===== config.mk =====
export PLATFORM = sky130hd
export DESIGN_NAME = next_k_combination_step_top
export DESIGN_NICKNAME = d
export VERILOG_FILES = /design/src/hdl/nkc_pkg.sv /design/src/hdl/nkc_ram.sv /design/src/hdl/nkc_dpath.sv /design/src/hdl/nkc_ctrl.sv /design/src/hdl/next_k_combination_step_top.sv
export VERILOG_INCLUDE_DIRS = /design/src /design/src/hdl
export SDC_FILE = /design/constraint.sdc
export NUM_CORES = 1
export LEC_CHECK = 0
export BUFFER_PORTS_ARGS = -buffer_cell sky130_fd_sc_hd__buf_4
export CAP_MARGIN = 15
export CORE_ASPECT_RATIO = 0.5
export CORE_UTILIZATION = 30
export CTS_CLUSTER_SIZE = 8
export DETAILED_ROUTE_END_ITERATION = 8
export PLACE_DENSITY = 0.53
export SYNTH_ARGS = -nofsm -noshare
export SYNTH_HDL_FRONTEND = slang
export SYNTH_HIERARCHICAL = 1
export SYNTH_SLANG_ARGS = --single-unit
export TNS_END_PERCENT = 10

===== constraint.sdc =====
create_clock -name i_clk -period 11.6 [get_ports i_clk]
set_input_delay 2.9 -clock i_clk [delete_from_list [all_inputs] [get_ports i_clk]]
set_output_delay 2.9 -clock i_clk [all_outputs]
set_load 0.01 [all_outputs]

===== src/hdl/assert_macros.svh =====
// assertion macros used by the top-level rtl file
`ifndef ASSERT_MACROS_SVH
`define ASSERT_MACROS_SVH

// same-cycle implication, checked outside reset
`define A_IMPL(lbl, clk, rst_n, ante, cons) \
    lbl: assert property (@(posedge clk) disable iff (!rst_n) (ante) |-> (cons)) \
        else $error("assertion failed");

// next-cycle implication, checked outside reset
`define A_NEXT(lbl, clk, rst_n, ante, cons) \
    lbl: assert property (@(posedge clk) disable iff (!rst_n) (ante) |=> (cons)) \
        else $error("assertion failed");

`endif


===== src/hdl/nkc_pkg.sv =====
// shared types and constants of the next k-combination stepper
package nkc_pkg;

    localparam int MAX_ELEMENTS_DEF  = 16;
    localparam int ELEMENT_WIDTH_DEF = 16;
    localparam int CFG_W   = 5;
    localparam int POS_W   = 5;
    localparam int INDEX_W = 4;
    localparam int VALUE_W = 16;

    localparam logic CFG_COUNT = 1'b0;
    localparam logic CFG_SPLIT = 1'b1;

    localparam logic [1:0] ACT_WRITE = 2'd0;
    localparam logic [1:0] ACT_READ  = 2'd1;
    localparam logic [1:0] ACT_NEXT  = 2'd2;

    typedef enum logic [2:0] {
        RS_IDX  = 3'd0,
        RS_LAST = 3'd1,
        RS_P    = 3'd2,
        RS_J    = 3'd3,
        RS_A    = 3'd4,
        RS_B    = 3'd5
    } t_rsel;

    typedef enum logic [2:0] {
        WS_IDX = 3'd0,
        WS_P   = 3'd1,
        WS_J   = 3'd2,
        WS_A   = 3'd3,
        WS_B   = 3'd4
    } t_wsel;

    typedef enum logic [1:0] {
        ROT_A = 2'd0,
        ROT_B = 2'd1,
        ROT_W = 2'd2
    } t_rot;

    typedef enum logic [1:0] {
        PH_0 = 2'd0,
        PH_1 = 2'd1,
        PH_2 = 2'd2
    } t_phase;

    typedef struct packed {
        logic   re;
        t_rsel  rsel;
        logic   we;
        t_wsel  wsel;
        logic   init_p;
        logic   dec_p;
        logic   cap_last;
        logic   cap_pv;
        logic   init_j;
        logic   inc_j;
        logic   cap_ra;
        logic   rot_ld;
        t_rot   rot;
        logic   rev_ld;
        t_phase phase;
        logic   rev_step;
        logic   push;
        logic   push_rd;
        logic   push_adv;
    } t_cmd;

    typedef struct packed {
        logic invalid;
        logic idx_ok;
        logic lt_last;
        logic pv_lt;
        logic j_end;
        logic p_zero;
        logic rev_done;
        logic rot_skip;
        logic out_busy;
    } t_sts;

endpackage


===== src/hdl/nkc_ram.sv =====
// generic single-write, single-read ram with registered read
module nkc_ram #(
    parameter int WIDTH = 16,
    parameter int DEPTH = 16
) (
    input  logic                     i_clk,
    input  logic                     i_we,
    input  logic [$clog2(DEPTH)-1:0] i_waddr,
    input  logic [WIDTH-1:0]         i_wdata,
    input  logic                     i_re,
    input  logic [$clog2(DEPTH)-1:0] i_raddr,
    output logic [WIDTH-1:0]         o_rdata
);

    logic [WIDTH-1:0] r_mem [DEPTH];
    logic [WIDTH-1:0] r_rdata;

    always_ff @(posedge i_clk) begin
        if (i_we) begin
            r_mem[i_waddr] <= i_wdata;
        end
        if (i_re) begin
            r_rdata <= r_mem[i_raddr];
        end
    end

    assign o_rdata = r_rdata;

endmodule


===== src/hdl/nkc_dpath.sv =====
// datapath: element store, scan pointers, rotation bounds, output register
module nkc_dpath import nkc_pkg::*; #(
    parameter int MAX_ELEMENTS  = MAX_ELEMENTS_DEF,
    parameter int ELEMENT_WIDTH = ELEMENT_WIDTH_DEF
) (
    input  logic               i_clk,
    input  logic               i_rst_n,
    input  logic               i_cfg_we,
    input  logic               i_cfg_index,
    input  logic [CFG_W-1:0]   i_cfg_data,
    input  logic [INDEX_W-1:0] i_index,
    input  logic [VALUE_W-1:0] i_value,
    input  logic               i_out_stall,
    input  t_cmd               i_cmd,
    output t_sts               o_sts,
    output logic               o_out_valid,
    output logic [VALUE_W-1:0] o_read_value,
    output logic               o_advanced
);

    localparam int AW = $clog2(MAX_ELEMENTS);

    logic [CFG_W-1:0]         r_n, r_k;
    logic [POS_W-1:0]         r_p, r_j, r_lo, r_mid, r_hi, r_a, r_b;
    logic [ELEMENT_WIDTH-1:0] r_last, r_pv, r_ra;
    logic                     r_out_valid, r_out_adv;
    logic [VALUE_W-1:0]       r_out_rd;

    logic [AW-1:0]            raddr, waddr;
    logic [ELEMENT_WIDTH-1:0] wdata, rdata;
    logic [POS_W-1:0]         tail_mid;

    nkc_ram #(.WIDTH(ELEMENT_WIDTH), .DEPTH(MAX_ELEMENTS)) u_store (
        .i_clk  (i_clk),
        .i_we   (i_cmd.we),
        .i_waddr(waddr),
        .i_wdata(wdata),
        .i_re   (i_cmd.re),
        .i_raddr(raddr),
        .o_rdata(rdata)
    );

    always_comb begin
        case (i_cmd.rsel)
            RS_IDX:  raddr = AW'(i_index);
            RS_LAST: raddr = AW'(r_n - CFG_W'(1));
            RS_P:    raddr = AW'(r_p);
            RS_J:    raddr = AW'(r_j);
            RS_A:    raddr = AW'(r_a);
            RS_B:    raddr = AW'(r_b);
            default: raddr = AW'(i_index);
        endcase
    end

    always_comb begin
        case (i_cmd.wsel)
            WS_IDX: begin
                waddr = AW'(i_index);
                wdata = ELEMENT_WIDTH'(i_value);
            end
            WS_P: begin
                waddr = AW'(r_p);
                wdata = rdata;
            end
            WS_J: begin
                waddr = AW'(r_j);
                wdata = r_pv;
            end
            WS_A: begin
                waddr = AW'(r_a);
                wdata = rdata;
            end
            WS_B: begin
                waddr = AW'(r_b);
                wdata = r_ra;
            end
            default: begin
                waddr = AW'(i_index);
                wdata = ELEMENT_WIDTH'(i_value);
            end
        endcase
    end

    // start of the shifted-down tail for the second rotation
    assign tail_mid = POS_W'(6'(r_k) + 6'(r_n) - 6'(r_j) - 6'd1);

    always_ff @(posedge i_clk) begin
        if (!i_rst_n) begin
            r_n         <= '0;
            r_k         <= '0;
            r_out_valid <= 1'b0;
        end else begin
            if (i_cfg_we) begin
                if (i_cfg_index == CFG_COUNT) begin
                    r_n <= i_cfg_data;
                end else begin
                    r_k <= i_cfg_data;
                end
            end
            if (i_cmd.push) begin
                r_out_valid <= 1'b1;
            end else if (!i_out_stall) begin
                r_out_valid <= 1'b0;
            end
        end
    end

    always_ff @(posedge i_clk) begin
        if (i_cmd.init_p) r_p <= r_k - CFG_W'(1);
        if (i_cmd.dec_p)  r_p <= r_p - POS_W'(1);
        if (i_cmd.init_j) r_j <= r_k;
        if (i_cmd.inc_j)  r_j <= r_j + POS_W'(1);
        if (i_cmd.cap_last) r_last <= rdata;
        if (i_cmd.cap_pv)   r_pv   <= rdata;
        if (i_cmd.cap_ra)   r_ra   <= rdata;
        if (i_cmd.rot_ld) begin
            r_hi <= r_n;
            case (i_cmd.rot)
                ROT_A: begin
                    r_lo  <= r_p + POS_W'(1);
                    r_mid <= r_j + POS_W'(1);
                end
                ROT_B: begin
                    r_lo  <= r_k;
                    r_mid <= tail_mid;
                end
                default: begin
                    r_lo  <= '0;
                    r_mid <= r_k;
                end
            endcase
        end
        if (i_cmd.rev_ld) begin
            case (i_cmd.phase)
                PH_0: begin
                    r_a <= r_lo;
                    r_b <= r_mid - POS_W'(1);
                end
                PH_1: begin
                    r_a <= r_mid;
                    r_b <= r_hi - POS_W'(1);
                end
                default: begin
                    r_a <= r_lo;
                    r_b <= r_hi - POS_W'(1);
                end
            endcase
        end
        if (i_cmd.rev_step) begin
            r_a <= r_a + POS_W'(1);
            r_b <= r_b - POS_W'(1);
        end
        if (i_cmd.push) begin
            r_out_rd  <= i_cmd.push_rd ? VALUE_W'(rdata) : '0;
            r_out_adv <= i_cmd.push_adv;
        end
    end

    always_comb begin
        o_sts.invalid  = (32'(r_n) > MAX_ELEMENTS) || (r_k > r_n) || (r_n < CFG_W'(2))
                         || (r_k == '0) || (r_k == r_n);
        o_sts.idx_ok   = 32'(i_index) < MAX_ELEMENTS;
        o_sts.lt_last  = rdata < r_last;
        o_sts.pv_lt    = r_pv < rdata;
        o_sts.j_end    = r_j == (r_n - CFG_W'(1));
        o_sts.p_zero   = r_p == '0;
        o_sts.rev_done = r_a >= r_b;
        o_sts.rot_skip = !((r_lo < r_mid) && (r_mid < r_hi));
        o_sts.out_busy = r_out_valid && i_out_stall;
    end

    assign o_out_valid  = r_out_valid;
    assign o_read_value = r_out_rd;
    assign o_advanced   = r_out_adv;

endmodule


===== src/hdl/nkc_ctrl.sv =====
// controller: sequences writes, reads and the in-place combination step
module nkc_ctrl import nkc_pkg::*; (
    input  logic       i_clk,
    input  logic       i_rst_n,
    input  logic       i_in_valid,
    input  logic [1:0] i_action,
    input  t_sts       i_sts,
    output logic       o_in_stall,
    output t_cmd       o_cmd
);

    typedef enum logic [15:0] {
        S_IDLE  = 16'h0001,
        S_START = 16'h0002,
        S_LAST  = 16'h0004,
        S_PRD   = 16'h0008,
        S_PCHK  = 16'h0010,
        S_JRD   = 16'h0020,
        S_JCHK  = 16'h0040,
        S_SWP   = 16'h0080,
        S_SWJ   = 16'h0100,
        S_ROT   = 16'h0200,
        S_PH    = 16'h0400,
        S_RCHK  = 16'h0800,
        S_RRA   = 16'h1000,
        S_RRB   = 16'h2000,
        S_RWB   = 16'h4000,
        S_DONE  = 16'h8000
    } t_state;

    t_state r_state, n_state;
    t_rot   r_rot, n_rot;
    t_phase r_phase, n_phase;
    logic   r_rdok, n_rdok;
    logic   r_adv, n_adv;

    always_ff @(posedge i_clk) begin
        if (!i_rst_n) begin
            r_state <= S_IDLE;
            r_rot   <= ROT_A;
            r_phase <= PH_0;
            r_rdok  <= 1'b0;
            r_adv   <= 1'b0;
        end else begin
            r_state <= n_state;
            r_rot   <= n_rot;
            r_phase <= n_phase;
            r_rdok  <= n_rdok;
            r_adv   <= n_adv;
        end
    end

    always_comb begin
        n_state = r_state;
        n_rot   = r_rot;
        n_phase = r_phase;
        n_rdok  = r_rdok;
        n_adv   = r_adv;
        o_cmd   = '0;
        case (r_state)
            S_IDLE: begin
                if (i_in_valid) begin
                    n_rdok  = 1'b0;
                    n_adv   = 1'b0;
                    n_state = S_DONE;
                    case (i_action)
                        ACT_WRITE: begin
                            o_cmd.we   = i_sts.idx_ok;
                            o_cmd.wsel = WS_IDX;
                        end
                        ACT_READ: begin
                            o_cmd.re   = 1'b1;
                            o_cmd.rsel = RS_IDX;
                            n_rdok     = i_sts.idx_ok;
                        end
                        ACT_NEXT: n_state = S_START;
                        default:  n_state = S_DONE;
                    endcase
                end
            end
            S_START: begin
                if (i_sts.invalid) begin
                    n_state = S_DONE;
                end else begin
                    o_cmd.re     = 1'b1;
                    o_cmd.rsel   = RS_LAST;
                    o_cmd.init_p = 1'b1;
                    n_state      = S_LAST;
                end
            end
            S_LAST: begin
                o_cmd.cap_last = 1'b1;
                n_state        = S_PRD;
            end
            S_PRD: begin
                o_cmd.re   = 1'b1;
                o_cmd.rsel = RS_P;
                n_state    = S_PCHK;
            end
            S_PCHK: begin
                if (i_sts.lt_last) begin
                    o_cmd.cap_pv = 1'b1;
                    o_cmd.init_j = 1'b1;
                    n_state      = S_JRD;
                end else if (i_sts.p_zero) begin
                    // no pivot: rotate back to the first combination
                    n_rot   = ROT_W;
                    n_state = S_ROT;
                end else begin
                    o_cmd.dec_p = 1'b1;
                    n_state     = S_PRD;
                end
            end
            S_JRD: begin
                o_cmd.re   = 1'b1;
                o_cmd.rsel = RS_J;
                n_state    = S_JCHK;
            end
            S_JCHK: begin
                if (i_sts.pv_lt || i_sts.j_end) begin
                    n_state = S_SWP;
                end else begin
                    o_cmd.inc_j = 1'b1;
                    n_state     = S_JRD;
                end
            end
            S_SWP: begin
                // read data still holds the successor
                o_cmd.we   = 1'b1;
                o_cmd.wsel = WS_P;
                n_state    = S_SWJ;
            end
            S_SWJ: begin
                o_cmd.we   = 1'b1;
                o_cmd.wsel = WS_J;
                n_rot      = ROT_A;
                n_state    = S_ROT;
            end
            S_ROT: begin
                o_cmd.rot_ld = 1'b1;
                o_cmd.rot    = r_rot;
                n_phase      = PH_0;
                n_state      = S_PH;
            end
            S_PH: begin
                if (i_sts.rot_skip) begin
                    n_phase = PH_2;
                    n_state = S_RCHK;
                end else begin
                    o_cmd.rev_ld = 1'b1;
                    o_cmd.phase  = r_phase;
                    n_state      = S_RCHK;
                end
            end
            S_RCHK: begin
                if (i_sts.rev_done || i_sts.rot_skip) begin
                    case (r_phase)
                        PH_0: begin
                            n_phase = PH_1;
                            n_state = S_PH;
                        end
                        PH_1: begin
                            n_phase = PH_2;
                            n_state = S_PH;
                        end
                        default: begin
                            // rotation finished
                            case (r_rot)
                                ROT_A: begin
                                    n_rot   = ROT_B;
                                    n_state = S_ROT;
                                end
                                ROT_B: begin
                                    n_adv   = 1'b1;
                                    n_state = S_DONE;
                                end
                                default: begin
                                    n_adv   = 1'b0;
                                    n_state = S_DONE;
                                end
                            endcase
                        end
                    endcase
                end else begin
                    o_cmd.re   = 1'b1;
                    o_cmd.rsel = RS_A;
                    n_state    = S_RRA;
                end
            end
            S_RRA: begin
                o_cmd.cap_ra = 1'b1;
                o_cmd.re     = 1'b1;
                o_cmd.rsel   = RS_B;
                n_state      = S_RRB;
            end
            S_RRB: begin
                o_cmd.we   = 1'b1;
                o_cmd.wsel = WS_A;
                n_state    = S_RWB;
            end
            S_RWB: begin
                o_cmd.we       = 1'b1;
                o_cmd.wsel     = WS_B;
                o_cmd.rev_step = 1'b1;
                n_state        = S_RCHK;
            end
            S_DONE: begin
                if (!i_sts.out_busy) begin
                    o_cmd.push     = 1'b1;
                    o_cmd.push_rd  = r_rdok;
                    o_cmd.push_adv = r_adv;
                    n_state        = S_IDLE;
                end
            end
            default: n_state = S_IDLE;
        endcase
    end

    assign o_in_stall = r_state != S_IDLE;

endmodule


===== src/hdl/next_k_combination_step_top.sv =====
// a write, read or unused transaction goes from idle to the done state, which loads the output
// register once no stalled result waits; a next step reads the last entry, probes from k-1
// down for the pivot and from k up for its successor, swaps them and rotates by reversal swaps
// (a skipped rotation swaps nothing; without a pivot one rotation wraps to the start)
// one read and one write port on the store; one transaction at a time; a new one is taken
// while a result waits; sync active-low reset clears n, k, out valid, control; store is kept
`include "assert_macros.svh"
module next_k_combination_step_top import nkc_pkg::*; #(
    parameter int MAX_ELEMENTS  = MAX_ELEMENTS_DEF,
    parameter int ELEMENT_WIDTH = ELEMENT_WIDTH_DEF
) (
    input  logic               i_clk,
    input  logic               i_rst_n,
    input  logic               i_cfg_we,
    input  logic               i_cfg_index,
    input  logic [CFG_W-1:0]   i_cfg_data,
    input  logic               i_in_valid,
    output logic               o_in_stall,
    input  logic [1:0]         i_action,
    input  logic [INDEX_W-1:0] i_index,
    input  logic [VALUE_W-1:0] i_value,
    output logic               o_out_valid,
    input  logic               i_out_stall,
    output logic [VALUE_W-1:0] o_read_value,
    output logic               o_advanced
);

    t_cmd cmd;
    t_sts sts;

    nkc_ctrl u_ctrl (
        .i_clk     (i_clk),
        .i_rst_n   (i_rst_n),
        .i_in_valid(i_in_valid),
        .i_action  (i_action),
        .i_sts     (sts),
        .o_in_stall(o_in_stall),
        .o_cmd     (cmd)
    );

    nkc_dpath #(.MAX_ELEMENTS(MAX_ELEMENTS), .ELEMENT_WIDTH(ELEMENT_WIDTH)) u_dpath (
        .i_clk       (i_clk),
        .i_rst_n     (i_rst_n),
        .i_cfg_we    (i_cfg_we),
        .i_cfg_index (i_cfg_index),
        .i_cfg_data  (i_cfg_data),
        .i_index     (i_index),
        .i_value     (i_value),
        .i_out_stall (i_out_stall),
        .i_cmd       (cmd),
        .o_sts       (sts),
        .o_out_valid (o_out_valid),
        .o_read_value(o_read_value),
        .o_advanced  (o_advanced)
    );

    // an accepted transaction makes the block busy
    `A_NEXT(a_busy_after_accept, i_clk, i_rst_n, i_in_valid && !o_in_stall, o_in_stall)
    // a step result never carries a read value
    `A_IMPL(a_adv_no_read, i_clk, i_rst_n, o_out_valid && o_advanced, o_read_value == '0)

endmodule

Word level (Yosys, flattened, before mapping)
Memory sizes are Yosys's and may differ from the RTL's. A register that Yosys moved wholly into a read port is not among the register bits.
Index checks and enable logic that the tools add are counted.
- memories kept: 1
- output and inout port bits: 19
- bits in latches: 0
- bits in writable memories: 256
- bits in registers: 133
- memory bits (read-only): 0
- shift-type cells: 0
- equality and inequality tests: 45
- reduce and logical (&&, ||, !) cells: 33
- order comparisons: 8
- muxes and demuxes: 70
- multipliers: 0
- bitwise gates (word level): 2
- div/mod/pow operators: 0
- add/sub/neg operators: 12
- memory list (name ; words ; bits a word ; read ports ; clocked after memory_dff ; wr ports ; line ; RTL):
    u_dpath.u_store.r_mem ; 16 ; 16 ; 1 ; 1 ; 1 ; nkc_ram.sv:15 ; logic [WIDTH-1:0] r_mem [DEPTH];
- operators with widths (kind ; count):
    $pmux 16 s15 ; 1
    $mux 16 ; 7
    $mux 5 ; 10
    $pmux 16 s3 ; 1
    $pmux 4 s5 ; 2
    $sub 5x1->5 const B ; 7
    $lt 16x16->1 ; 2
    $pmux 4 s6 ; 1
    $mux 10 ; 2
    $pmux 5 s2 ; 2
    $mux 1 ; 18
    $mux 2 ; 9
    $eq 16x1->1 const B ; 1
    $eq 16x10->1 const B ; 1
    $eq 16x11->1 const B ; 1
    $eq 16x12->1 const B ; 1
    $eq 16x13->1 const B ; 1
    $eq 16x14->1 const B ; 1
    $eq 16x15->1 const B ; 1
    $eq 16x16->1 const B ; 1
    $eq 16x2->1 const B ; 1
    $eq 16x3->1 const B ; 1
    $eq 16x4->1 const B ; 1
    $eq 16x5->1 const B ; 1
    other kinds (42) ; 96

Longest topological paths before layout
- depth after elaboration: 9
- mapped depth: 19
- depth with buffers taken out: 16

By module
Netlist, hierarchy kept.
- by module, submodules not included (module ; cells an instance ; instances ; area each (µm²)):
    nkc_ram ; 432 ; 1 ; 10202.3
    nkc_dpath ; 690 ; 1 ; 7201.9
    nkc_ctrl ; 194 ; 1 ; 1532.7

Worst setup path before layout
No wires, ideal clock.
- kind: input port to flip-flop
- start: input port i_index[3]
- end: memory u_dpath.u_store.r_mem[0][0], enable pin
- slack: 6.129 ns
- arrival: 5.062 ns
- library setup time: 0.409 ns
- buffers on the path: 0
- stages: 5
- path through: a22o_1 -> a22oi_1 -> o21ai_0 -> or3b_2 -> nor3_1
- longest elaborated chain between the ends: 1
- ends and longest elaborated chain (element ; line ; RTL):
    start, declared ; next_k_combination_step_top.sv:20 ; input logic [INDEX_W-1:0] i_index,
    $pmux 4 s4 ; nkc_dpath.sv:56 ; case (i_cmd.wsel)
    via u_dpath.waddr[3] ; nkc_dpath.sv:29 ; logic [AW-1:0] raddr, waddr;
    end, declared ; nkc_ram.sv:15 ;
The timed path passes the listed nets, and every way through them passes these cells.

==> flow_summary_export.csv <==
group,metric,value,unit
place,port-buffer-count,51,
sta,clock_skew,0.02257,ns
detailed_routing,routedWlPerCell,21.12,um
layout,layout_common_cells,"372 x sky130_fd_sc_hd__edfxtp_1, 93 x sky130_fd_sc_hd__buf_4, 74 x sky130_fd_sc_hd__nand2_1",
worst_setup_path,most_used_cell_cp,"sky130_fd_sc_hd__a21oi_1",
sta,slew_headroom,22.10,%
logic_synthesis,synth_enable_flop_cells,372,
sta,rsz0062_at_grt,"false",
logic_synthesis,synthesized_nets,1413,
floorplan,placementRows,64,
worst_setup_path,worstPathRequired,11.92,ns
detailed_routing,drt_first_pass_iters,4,
logic_synthesis,syn_inst,1316,
layout,fin_util,35.58,%
place,placed_area,20310,um2
global_route,grt_first_pass_wirelength,71530,um
floorplan,die-height,179.7,um
sta,fin_setup_tns,0,ns
worst_setup_path,origin_of_the_worst_setup_path,"u_dpath/r_a[0]",
worst_setup_path,critical_path.max_fanout,34,
place,dp_hpwl,29670,um
clock_tree,cts_tree,"done",
sta,upper_clock_frequency_limit,189.9,MHz
global_route,via_count_of_the_first_global_routing_pass,11280,
layout,fillers,5908,
clock_tree,clk_transition_reported_paths,0.05,ns
worst_setup_path,worst_r2r_path_depth,14,
layout,regArea,11830,um2
floorplan,fp.dieArea,64190,um2
logic_synthesis,post_synth_arst_share,0,%
sta,setup-violations-final,0,
worst_setup_path,reg2reg_setup_slack,6.34,ns
layout,layout-drive-gt1-share,19.35,%
clock_tree,clock_tree.buffer_depth,3,
layout,postLayoutCellArea,21960,um2
clock_tree,cts.htree.levels,2,
run,max_cap_viol_count,0,
place,routabilityCongestion,0.8291,
floorplan,die_width,357.3,um
detailed_routing,detail_route.vias_per_cell,5.033,
logic_synthesis,yosys_warnings,6,
power,p_per_area,148.0,nW/um2
run_status,run_status,"complete, no violations",
layout,layout_commonest_cell,"sky130_fd_sc_hd__edfxtp_1",
global_route,grt_start_max_net_pins,70,
clock_tree,cts_repair_resize_count,0,
worst_setup_path,crit_path_top_delay_cell,"sky130_fd_sc_hd__mux2_4",
sta,finalCriticalPeriod,5.265,ns
worst_setup_path,arrival,5.58,ns
global_route,grtUsageTotal,14.72,%
global_route,gr-total-overflow,0,
logic_synthesis,synth_seq_cells,405,
logic_synthesis,synth-main-ff-cell,"sky130_fd_sc_hd__edfxtp_1",
worst_setup_path,cp_cell_sequence,"inv_1 -> ha_1 -> nand2b_1 -> a21oi_1 -> nor2b_1 -> o21ai_0 -> a21oi_1 -> nor3_1 -> or2_2 -> mux2_4 -> buf_4 -> mux4_2 -> a22oi_1 -> nand2_1",
logic_synthesis,post_synth_and_or_nand_nor_area_fraction,9.415,%
worst_setup_path,critPathCaptureType,"flop",
detailed_routing,vias,11280,
sta,final_max_slew_violation_count,0,
worst_setup_path,max_stage_delay,0.66,ns
logic_synthesis,post_synth_xor_xnor_area,1.295,%
detailed_routing,drt_iter0_markers,893,
floorplan,coreArea,61740,um2
logic_synthesis,synth_seq_area_share,62.48,%
sta,finalHoldViolations,0,
power,power.leakage,7.602,nW
clock_tree,postCtsSetupBuffers,0,
worst_setup_path,crit_end,"u_dpath/u_store/o_rdata[7]",
worst_setup_path,startpoint_type,"flop",
sta,fin_crit_sh,45.39,%
layout,design.final.nets,1494,
detailed_routing,antenna_violating_nets_post_route,0,
power,peakVddDrop,0.09703,mV
sta,final.setup.worst_slack,6.335,ns
detailed_routing,drc,0,
worst_setup_path,regToRegStartpoint,"u_dpath/r_a[0]",
clock_tree,clock-root-buffer,"sky130_fd_sc_hd__clkbuf_16",
logic_synthesis,synth_area_per_cell,14.39,um2
worst_hold_path,worst_hold_path_type,"reg2reg",
worst_setup_path,rr_endpoint,"u_dpath/u_store/o_rdata[7]",
layout,syn2layout_area_growth,15.99,%
logic_synthesis,syn_area,18940,um2
logic_synthesis,synth_compound_gate_area_share,7.823,%
global_route,grt_antenna_before_repair,0,
clock_tree,clkLatencyLatePin,0.59,ns
clock_tree,postCtsHoldBufs,0,
logic_synthesis,synth_top_family_by_area,"multiplexers",
logic_synthesis,ys_types,75,
sta,worst_pin_slew,1.169,ns
layout,multiInputGateArea,6528,um2
logic_synthesis,portion_of_netlist_area_occupied_by_mux_cells,11.06,%
clock_tree,numCtsBuffers,56,
floorplan,boundaryPins,52,
worst_setup_path,crit_type,"reg2reg",
floorplan,effective_utilization_at_floorplan,30.67,%
clock_tree,clock_sinks,405,
detailed_routing,route.final.wire_length,47340,um
layout,num_antenna_cells,0,
logic_synthesis,arithmetic_cell_share_of_the_synthesized_area_counting_full_adders_half_adders_and_majority_gates,4.427,%
sta,whs,0.4556,ns
place,pre_cts_slack,5.793,ns
-- layer usage --
metal  vias to the layer above  wire, um  track usage [%]
li1                       5229         -                -
met1                      5714     22450            21.38
met2                       281     21550            22.79
met3                        56      2432            2.406
met4                         0       905            3.744
met5                         -         0                0
-- cell type report --
class                   instances  area share (%)
clock inverters                 2          0.2734
flip-flops and latches        405           53.86
well taps                     825           4.700
clock buffers                  75           6.847
inverters                      72           1.230
multi-input cells             766           29.72
repair buffers                 96           3.367
-- Yosys cell counts (24+ instances only) --
cell type                    n  share of area, %
sky130_fd_sc_hd__o22ai_1    27              0.89
sky130_fd_sc_hd__dfxtp_1    33               3.5
sky130_fd_sc_hd__o21ai_0    50               1.3
sky130_fd_sc_hd__a21oi_1    46               1.2
sky130_fd_sc_hd__a22oi_1    35               1.4
sky130_fd_sc_hd__nand2_1    74               1.5
sky130_fd_sc_hd__and2_1     26              0.86
sky130_fd_sc_hd__clkbuf_1   25              0.50
sky130_fd_sc_hd__edfxtp_1  372                59
sky130_fd_sc_hd__mux4_2     55               6.5
sky130_fd_sc_hd__nand3_1    28              0.74
sky130_fd_sc_hd__ha_1       59               3.9
sky130_fd_sc_hd__mux2i_1    33               1.7
sky130_fd_sc_hd__inv_1      71               1.4
sky130_fd_sc_hd__buf_2      28              0.74
sky130_fd_sc_hd__nor3_1     24              0.63
sky130_fd_sc_hd__nor2_1     71               1.4
-- per-stage QoR --
step	power, mW	instances
4_1_cts	3.291	2232
3_3_place_gp	1.805	2154
6_report	3.250	2241
2_1_floorplan	1.747	1316
5_1_grt	3.365	2241
3_5_place_dp	1.806	2155
-- worst max-delay path, delay by kind of cell, from the launching register on --
kind	cells	cell delay (ns)
muxes	2	1.25
AOI/OAI and AO/OA	4	0.85
and+or+nand+nor	5	1.28
adders and majority gates	1	0.29
DFF	1	0.55
buffers and inverters	2	0.74
-- sequential cells by signal, summed over array words and instances, names as in the netlist, 5 cells and up --
name                     flops
u_dpath/r_last              16
u_dpath/r_hi                 5
u_dpath/r_ra                16
u_dpath/r_mid                5
u_dpath/r_b                  5
u_dpath/r_n                  5
u_ctrl/r_state              16
u_dpath/r_lo                 5
u_dpath/r_a                  5
u_dpath/u_store/o_rdata     16
u_dpath/u_store/r_mem      256
u_dpath/r_j                  5
u_dpath/r_k                  5
u_dpath/r_pv                16
u_dpath/o_read_value        16
u_dpath/r_p                  5
-- worst min path at each step --
stage | from | end | slack (ns) | depth (start not counted)
after floorplan | u_dpath/r_n[2] | u_dpath/r_hi[2] | 0.41 | 0
after global placement | u_ctrl/r_rdok | u_ctrl/r_rdok | 0.44 | 2
after detailed placement | u_ctrl/r_rdok | u_ctrl/r_rdok | 0.45 | 2
after CTS | u_ctrl/r_rdok | u_ctrl/r_rdok | 0.45 | 2
after global routing | u_ctrl/r_rdok | u_ctrl/r_rdok | 0.49 | 2
final | u_ctrl/r_rdok | u_ctrl/r_rdok | 0.46 | 2
-- power breakdown --
| part | leakage, nW | internal (mW) | switching, mW | total, mW |
|---|---|---|---|---|
| combinational | 3.20 | 0.0692 | 0.0958 | 0.165 |
| clock | 0.753 | 0.888 | 0.583 | 1.47 |
| sequential | 3.65 | 1.60 | 0.0124 | 1.61 |
-- cells by family (layout without fill, tap and decap cells) --
family	after synthesis	after routing
DFF	405	405
and+or+nand+nor	326	326
AOI/OAI and AO/OA	228	228
buffers and inverters	145	245
muxes	119	119
adders and majority gates	64	64
xor gates and xnor gates	28	28
other	1	1
No activity file was read; power rests on OpenSTA's default activity.
